==> src/rtl/core/ipma_pkg.sv <==
`default_nettype none

package ipma_pkg;

   // Field widths of the input word, the result word and the parser's counters
   localparam int unsigned DataWidth  = 8;
   localparam int unsigned ItemWidth  = 32;
   localparam int unsigned IndexWidth = 15;
   localparam int unsigned StatusWidth = 2;
   localparam int unsigned CountWidth = 32;
   localparam int unsigned AssocWidth = 8;
   localparam int unsigned PosWidth   = 2;

   // Parse phase of the box body
   typedef enum logic [2:0] {
      PH_VERSION = 3'd0,
      PH_FLAGS   = 3'd1,
      PH_COUNT   = 3'd2,
      PH_ITEM    = 3'd3,
      PH_ACOUNT  = 3'd4,
      PH_INDEX   = 3'd5,
      PH_DONE    = 3'd6
   } phase_type;

   // Status reported with a result word
   typedef enum logic [StatusWidth-1:0] {
      ST_PARSING   = 2'd0,
      ST_COMPLETE  = 2'd1,
      ST_TRUNCATED = 2'd2
   } status_type;

   // Byte positions inside multi-byte fields
   localparam logic [PosWidth-1:0] PosFirst     = 2'd0;
   localparam logic [PosWidth-1:0] PosSecond    = 2'd1;
   localparam logic [PosWidth-1:0] PosFlagsLast = 2'd2;
   localparam logic [PosWidth-1:0] PosWordLast  = 2'd3;

endpackage

`default_nettype wire

==> src/rtl/core/ipma_if.sv <==
`default_nettype none

// Byte stream channel into the parser
interface ipma_req_if import ipma_pkg::*; ();
   logic                 valid;
   logic                 ready;
   logic [DataWidth-1:0] data_byte;
   logic                 box_end;

   modport source (output valid, output data_byte, output box_end, input ready);
   modport sink   (input valid, input data_byte, input box_end, output ready);
endinterface

// Association result channel out of the parser
interface ipma_rsp_if import ipma_pkg::*; ();
   logic                   valid;
   logic                   ready;
   logic                   assoc_valid;
   logic [ItemWidth-1:0]   item_id;
   logic [IndexWidth-1:0]  property_index;
   logic                   essential;
   logic                   entry_last;
   logic [StatusWidth-1:0] status;

   modport source (output valid, output assoc_valid, output item_id,
                   output property_index, output essential, output entry_last,
                   output status, input ready);
   modport sink   (input valid, input assoc_valid, input item_id,
                   input property_index, input essential, input entry_last,
                   input status, output ready);
endinterface

`default_nettype wire

==> src/rtl/core/ipma_box_parser.sv <==
// Item-property-association box parser.
// req: one word per byte of the box body, data_byte in big-endian order, box_end
//   high on the final byte of the body.
// rsp: at most one word per accepted byte. A word carries an association
//   (assoc_valid high, item id, property index, essential, entry_last) when a
//   property index completes, and carries the final status (complete or
//   truncated) on the byte flagged with box_end. Other bytes give no word.
// Output: the result word is registered and appears in the cycle after its byte is accepted.
// Throughput: one byte per cycle unless rsp stalls; the field parser updates its state in the
//   same cycle the byte is taken and the result sits in one output register.
// Stall: while rsp is held off with a word pending, req.ready drops; it stays
//   high when the pending word is taken in the same cycle.
// Reset: synchronous, active high; parser returns to the version byte and the
//   output register empties. After each box_end byte the parser returns to the
//   same state, ready for the next box. Bytes after the last entry are dropped.
`default_nettype none

module ipma_box_parser import ipma_pkg::*; (
   input  wire          clock,
   input  wire          reset,
   ipma_req_if.sink     req,
   ipma_rsp_if.source   rsp
);

   // Parser state
   phase_type             phase_ff, phase_in;
   logic [PosWidth-1:0]   byte_count_ff, byte_count_in;
   logic                  wide_item_ids_ff, wide_item_ids_in;
   logic                  wide_indices_ff, wide_indices_in;
   logic [CountWidth-1:0] entries_left_ff, entries_left_in;
   logic [ItemWidth-1:0]  current_item_ff, current_item_in;
   logic [AssocWidth-1:0] assocs_left_ff, assocs_left_in;
   logic [DataWidth-1:0]  index_high_ff, index_high_in;

   // Output register
   logic                   rsp_valid_ff, rsp_valid_in;
   logic                   assoc_valid_ff;
   logic [ItemWidth-1:0]   item_id_ff;
   logic [IndexWidth-1:0]  property_index_ff;
   logic                   essential_ff;
   logic                   entry_last_ff;
   status_type             status_ff;

   // Per-byte decode
   logic                   accept;
   logic                   have_assoc;
   logic                   assoc_last;
   logic                   assoc_essential;
   logic [IndexWidth-1:0]  assoc_index;
   status_type             status_now;
   logic [AssocWidth-1:0]  assocs_dec;
   logic [CountWidth-1:0]  entries_dec;

   assign req.ready = !reset && (!rsp_valid_ff || rsp.ready);
   assign accept    = req.valid && req.ready;

   assign assocs_dec  = assocs_left_ff - AssocWidth'(1);
   assign entries_dec = entries_left_ff - CountWidth'(1);

   // Next state of the field parser
   always_comb begin
      phase_in         = phase_ff;
      byte_count_in    = byte_count_ff;
      wide_item_ids_in = wide_item_ids_ff;
      wide_indices_in  = wide_indices_ff;
      entries_left_in  = entries_left_ff;
      current_item_in  = current_item_ff;
      assocs_left_in   = assocs_left_ff;
      index_high_in    = index_high_ff;
      unique case (phase_ff)
         PH_VERSION: begin
            wide_item_ids_in = (req.data_byte != '0);
            phase_in         = PH_FLAGS;
            byte_count_in    = PosFirst;
         end
         PH_FLAGS: begin
            if (byte_count_ff == PosFlagsLast) begin
               wide_indices_in = req.data_byte[0];
               phase_in        = PH_COUNT;
               byte_count_in   = PosFirst;
               entries_left_in = '0;
            end else begin
               byte_count_in = byte_count_ff + PosWidth'(1);
            end
         end
         PH_COUNT: begin
            entries_left_in = {entries_left_ff[CountWidth-DataWidth-1:0], req.data_byte};
            if (byte_count_ff == PosWordLast) begin
               byte_count_in = PosFirst;
               phase_in      = (entries_left_in == '0) ? PH_DONE : PH_ITEM;
            end else begin
               byte_count_in = byte_count_ff + PosWidth'(1);
            end
         end
         PH_ITEM: begin
            if (byte_count_ff == PosFirst) begin
               current_item_in = ItemWidth'(req.data_byte);
            end else begin
               current_item_in = {current_item_ff[ItemWidth-DataWidth-1:0], req.data_byte};
            end
            if (byte_count_ff == (wide_item_ids_ff ? PosWordLast : PosSecond)) begin
               byte_count_in = PosFirst;
               phase_in      = PH_ACOUNT;
            end else begin
               byte_count_in = byte_count_ff + PosWidth'(1);
            end
         end
         PH_ACOUNT: begin
            assocs_left_in = req.data_byte;
            byte_count_in  = PosFirst;
            if (req.data_byte == '0) begin
               entries_left_in = entries_dec;
               phase_in        = (entries_dec == '0) ? PH_DONE : PH_ITEM;
            end else begin
               phase_in = PH_INDEX;
            end
         end
         PH_INDEX: begin
            if (wide_indices_ff && byte_count_ff == PosFirst) begin
               index_high_in = req.data_byte;
               byte_count_in = PosSecond;
            end else begin
               byte_count_in  = PosFirst;
               assocs_left_in = assocs_dec;
               if (assocs_dec == '0) begin
                  entries_left_in = entries_dec;
                  phase_in        = (entries_dec == '0) ? PH_DONE : PH_ITEM;
               end
            end
         end
         default: begin
         end
      endcase
   end

   // Result fields for the byte at the input
   always_comb begin
      have_assoc = (phase_ff == PH_INDEX) &&
                   !(wide_indices_ff && byte_count_ff == PosFirst);
      assoc_last = have_assoc && (assocs_dec == '0);
      if (wide_indices_ff) begin
         assoc_essential = index_high_ff[DataWidth-1];
         assoc_index     = {index_high_ff[DataWidth-2:0], req.data_byte};
      end else begin
         assoc_essential = req.data_byte[DataWidth-1];
         assoc_index     = IndexWidth'(req.data_byte[DataWidth-2:0]);
      end
      // Box may end between entries; anything else short is truncated
      if (!req.box_end) begin
         status_now = ST_PARSING;
      end else if (phase_in == PH_DONE || phase_in == PH_ITEM && byte_count_in == PosFirst ||
                   phase_in == phase_type'(3'd7)) begin
         status_now = ST_COMPLETE;
      end else begin
         status_now = ST_TRUNCATED;
      end
   end

   // Output word valid
   always_comb begin
      rsp_valid_in = rsp_valid_ff;
      if (accept) begin
         rsp_valid_in = have_assoc || req.box_end;
      end else if (rsp.ready) begin
         rsp_valid_in = 1'b0;
      end
   end

   // Control registers
   always_ff @(posedge clock) begin
      if (reset || (accept && req.box_end)) begin
         phase_ff         <= PH_VERSION;
         byte_count_ff    <= PosFirst;
         wide_item_ids_ff <= 1'b0;
         wide_indices_ff  <= 1'b0;
         entries_left_ff  <= '0;
         current_item_ff  <= '0;
         assocs_left_ff   <= '0;
         index_high_ff    <= '0;
      end else if (accept) begin
         phase_ff         <= phase_in;
         byte_count_ff    <= byte_count_in;
         wide_item_ids_ff <= wide_item_ids_in;
         wide_indices_ff  <= wide_indices_in;
         entries_left_ff  <= entries_left_in;
         current_item_ff  <= current_item_in;
         assocs_left_ff   <= assocs_left_in;
         index_high_ff    <= index_high_in;
      end
   end

   always_ff @(posedge clock) begin
      if (reset) begin
         rsp_valid_ff <= 1'b0;
      end else begin
         rsp_valid_ff <= rsp_valid_in;
      end
   end

   // Result payload; zero fields when no association completes
   always_ff @(posedge clock) begin
      if (accept) begin
         assoc_valid_ff    <= have_assoc;
         item_id_ff        <= have_assoc ? current_item_ff : '0;
         property_index_ff <= have_assoc ? assoc_index : '0;
         essential_ff      <= have_assoc && assoc_essential;
         entry_last_ff     <= assoc_last;
         status_ff         <= status_now;
      end
   end

   assign rsp.valid          = rsp_valid_ff;
   assign rsp.assoc_valid    = assoc_valid_ff;
   assign rsp.item_id        = item_id_ff;
   assign rsp.property_index = property_index_ff;
   assign rsp.essential      = essential_ff;
   assign rsp.entry_last     = entry_last_ff;
   assign rsp.status         = status_ff;

`ifndef SYNTH
   // Parser is back at the version byte after a box ends
   a_restart_after_end: assert property (@(posedge clock) disable iff (reset)
      accept && req.box_end |=> phase_ff == PH_VERSION && byte_count_ff == PosFirst)
      else $error("parser did not restart after box end");

   // A word without an association only reports the end of a box
   a_status_only_word: assert property (@(posedge clock) disable iff (reset)
      rsp_valid_ff && !assoc_valid_ff |-> status_ff != ST_PARSING)
      else $error("empty result word without final status");

   // Entry end only marks a real association
   a_entry_last_assoc: assert property (@(posedge clock) disable iff (reset)
      rsp_valid_ff && entry_last_ff |-> assoc_valid_ff)
      else $error("entry_last without association");

   // Index bytes never run past the second byte
   a_index_position: assert property (@(posedge clock) disable iff (reset)
      phase_ff == PH_INDEX |-> byte_count_ff == PosFirst || byte_count_ff == PosSecond)
      else $error("index byte position out of range");
`endif

endmodule

`default_nettype wire
==> src/flat_wrapper.sv <==
// flat-port wrapper written by rule: the top's interface ports become plain ports
module ipma_box_parser_flat import ipma_pkg::*;
  (clock, reset, req_valid, req_data_byte, req_box_end, req_ready, rsp_valid, rsp_assoc_valid, rsp_item_id, rsp_property_index, rsp_essential, rsp_entry_last, rsp_status, rsp_ready);
  ipma_req_if req_i ();
  ipma_rsp_if rsp_i ();
  input  wire clock;
  input  wire reset;
  input wire logic [$bits(req_i.valid)-1:0] req_valid;
  input wire logic [$bits(req_i.data_byte)-1:0] req_data_byte;
  input wire logic [$bits(req_i.box_end)-1:0] req_box_end;
  output wire logic [$bits(req_i.ready)-1:0] req_ready;
  output wire logic [$bits(rsp_i.valid)-1:0] rsp_valid;
  output wire logic [$bits(rsp_i.assoc_valid)-1:0] rsp_assoc_valid;
  output wire logic [$bits(rsp_i.item_id)-1:0] rsp_item_id;
  output wire logic [$bits(rsp_i.property_index)-1:0] rsp_property_index;
  output wire logic [$bits(rsp_i.essential)-1:0] rsp_essential;
  output wire logic [$bits(rsp_i.entry_last)-1:0] rsp_entry_last;
  output wire logic [$bits(rsp_i.status)-1:0] rsp_status;
  input wire logic [$bits(rsp_i.ready)-1:0] rsp_ready;
  assign req_i.valid = req_valid;
  assign req_i.data_byte = req_data_byte;
  assign req_i.box_end = req_box_end;
  assign req_ready = req_i.ready;
  assign rsp_valid = rsp_i.valid;
  assign rsp_assoc_valid = rsp_i.assoc_valid;
  assign rsp_item_id = rsp_i.item_id;
  assign rsp_property_index = rsp_i.property_index;
  assign rsp_essential = rsp_i.essential;
  assign rsp_entry_last = rsp_i.entry_last;
  assign rsp_status = rsp_i.status;
  assign rsp_i.ready = rsp_ready;
  ipma_box_parser u_core (.clock(clock), .reset(reset), .req(req_i), .rsp(rsp_i));
endmodule
==> config.mk <==
export PLATFORM = sky130hd
export DESIGN_NAME = ipma_box_parser_flat
export DESIGN_NICKNAME = d
export VERILOG_FILES = /design/src/rtl/core/ipma_pkg.sv /design/src/rtl/core/ipma_if.sv /design/src/rtl/core/ipma_box_parser.sv /design/src/flat_wrapper.sv
export SDC_FILE = /design/constraint.sdc
export NUM_CORES = 1
export LEC_CHECK = 0
export BUFFER_PORTS_ARGS = -buffer_cell sky130_fd_sc_hd__buf_2
export CORE_UTILIZATION = 50
export CTS_BUF_LIST = sky130_fd_sc_hd__clkbuf_16
export DETAILED_ROUTE_END_ITERATION = 16
export PLACE_DENSITY = 0.69
export SETUP_SLACK_MARGIN = 0.5
export SYNTH_ARGS = -nofsm -noshare
export SYNTH_HDL_FRONTEND = slang
export SYNTH_SLANG_ARGS = --single-unit
export TNS_END_PERCENT = 100
==> constraint.sdc <==
create_clock -name clock -period 4.31 [get_ports clock]
set_clock_uncertainty 0.2 [all_clocks]
set_input_delay 0.862 -clock clock [delete_from_list [all_inputs] [get_ports clock]]
set_output_delay 0.862 -clock clock [all_outputs]
set_load 0.03 [all_outputs]
[Yosys cells after proc, flatten, opt, wreduce, memory -nomap -nowiden]
Index checks and enable logic that the tools add are counted.
Cells by class
  muxes and demuxes: 27
  $lt $le $gt $ge: 0
  div/mod/pow operators: 0
  bitwise logic cells: 0
  add/sub/neg operators: 3
  reductions and logical operators: 35
  multiply operators: 0
  equal/unequal tests: 15
  shift-type cells: 0
Operators with widths (number)
  $mux 32: 5
  $pmux 32 s4: 1
  $logic_not 32->1: 2
  $sub 32x1->32 const B: 1
  $mux 3: 8
  $pmux 3 s6: 1
  $logic_not 8->1: 2
  $pmux 8 s2: 1
  $eq 3x3->1 const B: 4
  $mux 2: 5
  $pmux 2 s5: 1
  $eq 3x2->1 const B: 3
  $reduce_and 3->1: 3
  $logic_and 1x1->1: 8
  $mux 8: 1
  $reduce_bool 8->1: 1
  $sub 8x1->8 const B: 1
  $ne 2x1->1 const B: 3
  $reduce_and 2->1: 3
  $reduce_and 6->1: 1
  $logic_or 1x1->1: 5
  $eq 2x2->1 const B: 2
  $logic_not 2->1: 2
  $mux 1: 4
  9 further kinds: 12
Word-level totals
  memories kept: 0
  output and inout port bits: 54
  memory bits (read-only): 0
  RAM bits: 0
  latch bits: 0
  input port bits: 13
  word-level logic and storage cells: 96
  register bits: 140

[Depth between registers and ports, before layout]
  depth in word-level cells: 11
  gate-level depth with buffers: 12
  gate-level depth less buffers: 10

[Worst setup path before layout]
OpenSTA, ideal clock, no wires.
  kind: input -> register
  from: in rsp_ready
  to: reg u_core.assocs_left_ff[2]
  stages: 9
  setup time: 0.128 ns
  path slack: 0.633 ns
  buffers on the path: 3
  data required time: 3.982 ns
  data arrival time: 3.349 ns
  cell sequence: nand2b_1 -> nor2b_1 -> nand2_1 -> inv_2 -> a21o_1 -> clkbuf_1 -> clkbuf_1 -> buf_1 -> nor2_1
On the way
  word-level cells in the longest chain between the ends: 5
  elaborated cells between the ends (all ways): 6
  those cells by class: reduce/logical: 6
Ends and longest elaborated chain
  start: declaration: RTL line flat_wrapper.sv:19  | input wire logic [$bits(rsp_i.ready)-1:0] rsp_ready;
  $logic_or 1x1->1 *: RTL line ipma_box_parser.sv:54  | assign req.ready = !reset && (!rsp_valid_ff || rsp.ready);
  $logic_and 1x1->1 *: RTL line ipma_box_parser.sv:54
  net req_ready: RTL line flat_wrapper.sv:11  | output wire logic [$bits(req_i.ready)-1:0] req_ready;
  $logic_and 1x1->1 *: RTL line ipma_box_parser.sv:55  | assign accept = req.valid && req.ready;
  net u_core.accept: RTL line ipma_box_parser.sv:45  | logic accept;
  $logic_and 1x1->1: RTL line ipma_box_parser.sv:171  | if (reset || (accept && req.box_end)) begin
  $logic_or 1x1->1: RTL line ipma_box_parser.sv:171
  end signal: assignment: RTL line ipma_box_parser.sv:187  | assocs_left_ff <= assocs_left_in;
  end: declaration: RTL line ipma_box_parser.sv:32  | logic [AssocWidth-1:0] assocs_left_ff, assocs_left_in;
Mark *: on every way through the listed nets, which the timed path passes. The rest lies on a longest branch.
A chain may end at the register's enable or synchronous reset.

[Final worst setup path]
  from: reg u_core.entries_left_ff[1]
  to: reg u_core.status_ff[1], in the netlist u_core.rsp.status[1], data pin
On the way
  word-level cells in the longest chain between the ends: 11
  elaborated cells between the ends (all ways): 17
  those cells by class: add/sub: 1; eq/ne: 3; mux: 8; reduce/logical: 5
Ends and longest elaborated chain
  start: declaration: RTL line ipma_box_parser.sv:30  | logic [CountWidth-1:0] entries_left_ff, entries_left_in;
  start signal: assignment: RTL line ipma_box_parser.sv:185  | entries_left_ff <= entries_left_in;
  $sub 32x1->32: RTL line ipma_box_parser.sv:58  | assign entries_dec = entries_left_ff - CountWidth'(1);
  $logic_not 32->1: RTL line ipma_box_parser.sv:113, ipma_box_parser.sv:127
  $mux 3: RTL line ipma_box_parser.sv:113, ipma_box_parser.sv:127
  $mux 3: RTL line ipma_box_parser.sv:125  | if (assocs_dec == '0) begin
  $mux 3: RTL line ipma_box_parser.sv:119  | if (wide_indices_ff && byte_count_ff == PosFirst) begin
  $pmux 3 s6 *: RTL line ipma_box_parser.sv:70  | unique case (phase_ff)
  $eq 3x2->1: RTL line ipma_box_parser.sv:151  | end else if (phase_in == PH_DONE || phase_in == PH_ITEM && byte_count_in == PosFirst ||
  $logic_and 1x1->1: RTL line ipma_box_parser.sv:151
  $logic_or 1x1->1: RTL line ipma_box_parser.sv:151
  $logic_or 1x1->1 *: RTL line ipma_box_parser.sv:151
  $mux 2 *: RTL line ipma_box_parser.sv:151
  end signal: assignment: RTL line ipma_box_parser.sv:208  | status_ff <= status_now;
  end: declaration: RTL line ipma_box_parser.sv:42  | status_type status_ff;
Mark *: on every way between the ends. The rest lies on a longest branch, timed or not.

==> flow_summary.toml <==
[global_routing]
gr-total-overflow = 0
grt_max_degree = 88
grt_pass1_wl_um = 28600
antenna_found_initial = 0
track_usage = 0.251
grt_pass1_vias = 5604

[timing]
fin_setup_tns_ps = 0
fin_crit_ps = 3590
holdWs_ps = 255
setup_viol = 0
tightest_slew_ps = 1020
hold_viol = 0
setup_slack_ps = 719
period_share = 0.833
slew_viol_final = 0
max_slew_margin = 0.319
max_freq_ghz = 0.278
rsz0062_at_grt = "false"

[placement]
place_area_um2 = 7520
dpl.cell_count = 988
preCtsSetupSlack_ps = 594
gp_congestion = 0.922
port-buffer-count = 66
dp_hpwl_um = 11400

[routing]
vias_per_cell = 6.00
vias = 6129
drtAntennaViolNets = 0
wire_per_inst_um = 17.4
drt_first_pass_iters = 5
totalWireLength_um = 17800
drc_errors = 0
drt_iter0_drc = 543

[worst_setup_path]
r2r_start = "u_core.entries_left_ff[1]$_SDFFE_PP0P_"
crit_path_start_kind = "register"
cp.arrival_ps = 3570
crit_required_ps = 4290
cp-end-kind = "register"
cp_max_fo = 10
reg2reg_depth = 11
startpoint = "u_core.entries_left_ff[1]$_SDFFE_PP0P_"
slowest_delay_ps = 670
worstReg2RegEnd = "u_core.rsp.status[1]$_SDFFCE_PN0P_"
crit_type = "reg2reg"
slowest_stage = "or4b_2"
path_cells = "inv_1, ha_2, or4b_2, nor4_4, buf_4, xnor2_1, nand4_1, nor4_1, and4_1, o21ai_1, and3_1"
r2r_setup_slack_ps = 720

[cts]
numCtsBuffers = 17
ctsRootBufferMaster = "clkbuf_16"
cts.clk_slew.worst_paths_ps = 60
htree_num_levels = 4
cts_num_sinks = 140
clock_path_buffers = 2
clock_latency_ps = 420
cts_tree = "yes"

[yosys]
yosysUniqueCellTypes = 68
synth-simple-area-share = 0.257
synth_top_cell_area_share = 0.249
yosysSeqAreaShare = 0.470
muxShareOfSynthArea = 0.0156
async_reset_ff_frac = 0
yosys.area_share.adder = 0.0159
syn_avg_cell_area_um2 = 8.88
ys_ff_latch = 140
ys.flop_type = "dfxtp_1"
synthTopCellsByArea = "dfxtp_1 (25%), edfxtp_1 (22%), nand2_1 (5.5%)"
synth_edf_count = 52
synth.net_count = 818
synth_top_family_by_area = "simple AND/OR/NAND/NOR gates"
synth_warnings = 0
synth_compound_gate_area_share = 0.170
synth_xor_area_frac = 0.0223
syn_inst = 796
synth_top_area_cell = "dfxtp_1"
syn_area_um2 = 7070

[floorplan]
io_pins = 67
die_width_um = 121
die_h_um = 121
core_area_um2 = 13800
start_util = 0.511
dieArea_um2 = 14600
num_rows = 43

[pwr]
finalPower_mw = 3.27
p_per_area_nw_per_um2 = 402
p_leak_nw = 3.22
ir_drop_mv = 0.250

[worst_hold_path]
holdPathEnd = "u_core.current_item_ff[24]$_SDFFE_PP0P_"
min_path_cells = 2
worstHoldStart = "u_core.current_item_ff[24]$_SDFFE_PP0P_"
hold_class = "reg2reg"

[final_layout]
drive_gt1_frac = 0.159
stdcell_count = 1022
final_core_util = 0.589
final_nets = 851
diodes = 0
area_growth_pct = 15.1
final_area_um2 = 8140

[job]
cap_violations = 0

[run_status]
status = "complete, no violations"
[worst max-delay path, delay by kind of cell (launching register included)]
family	cells	cell delay, ps
AO/OA/AOI/OAI	1	100
XOR/XNOR	1	120
adder cells (fa/ha/maj)	1	290
buffers and inverters	2	330
flip-flops	1	390
AND/OR/NAND/NOR	6	1910
[power breakdown]
group	switching, mW	leakage [nW]	total [mW]	internal (mW)
clock network	0.614	0.292	1.49	0.875
logic	0.237	1.72	0.363	0.126
registers	0.0250	1.21	1.42	1.39
[cell families (layout without fill, tap and decap cells)]
group / Yosys count / after routing
compound gates: 184 / 184
xor+xnor: 18 / 18
fa+ha+maj: 9 / 9
buf+inv: 87 / 133
flops: 140 / 140
mux: 11 / 11
simple gates: 347 / 347
[sequential cells by signal, summed over array words and instances (netlist names)]
name	cells
u_core.index_high_ff	8
u_core.rsp.item_id	32
u_core.entries_left_ff	32
u_core.rsp.status	2
u_core.rsp.valid	1
u_core.rsp.essential	1
u_core.rsp.entry_last	1
u_core.phase_ff	3
u_core.rsp.property_index	15
u_core.assocs_left_ff	8
u_core.wide_item_ids_ff	1
u_core.byte_count_ff	2
u_core.wide_indices_ff	1
u_core.current_item_ff	32
u_core.rsp.assoc_valid	1
[per-layer routing]
| metal | vias up | routed length [um] | track usage |
|---|---|---|---|
| li1 | 2951 | - | - |
| met1 | 2888 | 8430 | 0.366 |
| met2 | 263 | 7740 | 0.359 |
| met3 | 27 | 1310 | 0.0540 |
| met4 | 0 | 301 | 0.0957 |
| met5 | - | 0 | 0 |
[final cells by class]
cell class,count,area [um^2]
multi-input cells,569,3420
clock buffers,17,425
flip-flops and latches,140,3320
fillers,1202,5690
inverters,17,63.8
repair buffers,84,503
clock inverters,15,179
well taps,180,225
[cell usage after synthesis (4+ instances only)]
| master | number |
|---|---|
| nand3_1 | 14 |
| or4_1 | 7 |
| inv_1 | 16 |
| buf_2 | 4 |
| a22oi_1 | 27 |
| edfxtp_1 | 52 |
| a211oi_1 | 19 |
| nand4_1 | 4 |
| nand3b_1 | 27 |
| nand2b_1 | 8 |
| o21ai_0 | 31 |
| a21oi_1 | 54 |
| clkbuf_1 | 60 |
| nor2_1 | 74 |
| xnor2_1 | 8 |
| o31ai_1 | 10 |
| xor2_1 | 10 |
| dfxtp_1 | 88 |
| mux2i_1 | 11 |
| a31oi_1 | 6 |
| and2_1 | 4 |
| nand2_1 | 104 |
| ha_1 | 9 |
| buf_1 | 4 |
| or3_1 | 5 |
| nor3_1 | 17 |
| and3_1 | 50 |
| nor4_1 | 12 |
[timing repair]
| item | 4_1_cts | 5_1_grt |
|---|---|---|
| hold buffers | 0 | 0 |
| buffers inserted | 0 | 2 |
| endpoints found under the setup margin | 0 | 2 |
| gates resized for setup | 0 | 1 |
[how the worst max path moves through the flow]
stage | endpoint | slack, ps | depth (start not counted)
after floorplan | u_core.assocs_left_ff[2]$_SDFFE_PP0P_ | 630 | 9
after global placement | u_core.rsp.status[1]$_SDFFCE_PN0P_ | 630 | 10
after detailed placement | u_core.rsp.status[1]$_SDFFCE_PN0P_ | 590 | 10
after CTS | u_core.rsp.status[1]$_SDFFCE_PN0P_ | 590 | 10
after global routing | u_core.entries_left_ff[2]$_SDFFE_PP0P_ | 590 | 11
final | u_core.rsp.status[1]$_SDFFCE_PN0P_ | 720 | 11
[placed cells by master (no fill, tap or decap), types with 16 or more instances in the layout]
| cell type | instances |
|---|---|
| nand2_1 | 104 |
| dfxtp_1 | 88 |
| nor2_1 | 73 |
| buf_2 | 66 |
| a21oi_1 | 54 |
| edfxtp_1 | 52 |
| and3_1 | 50 |
| o21ai_0 | 31 |
| nand3b_1 | 27 |
| a22oi_1 | 27 |
| a211oi_1 | 19 |
| clkbuf_16 | 17 |
| inv_1 | 16 |
Power figures use the tool's default switching activity.
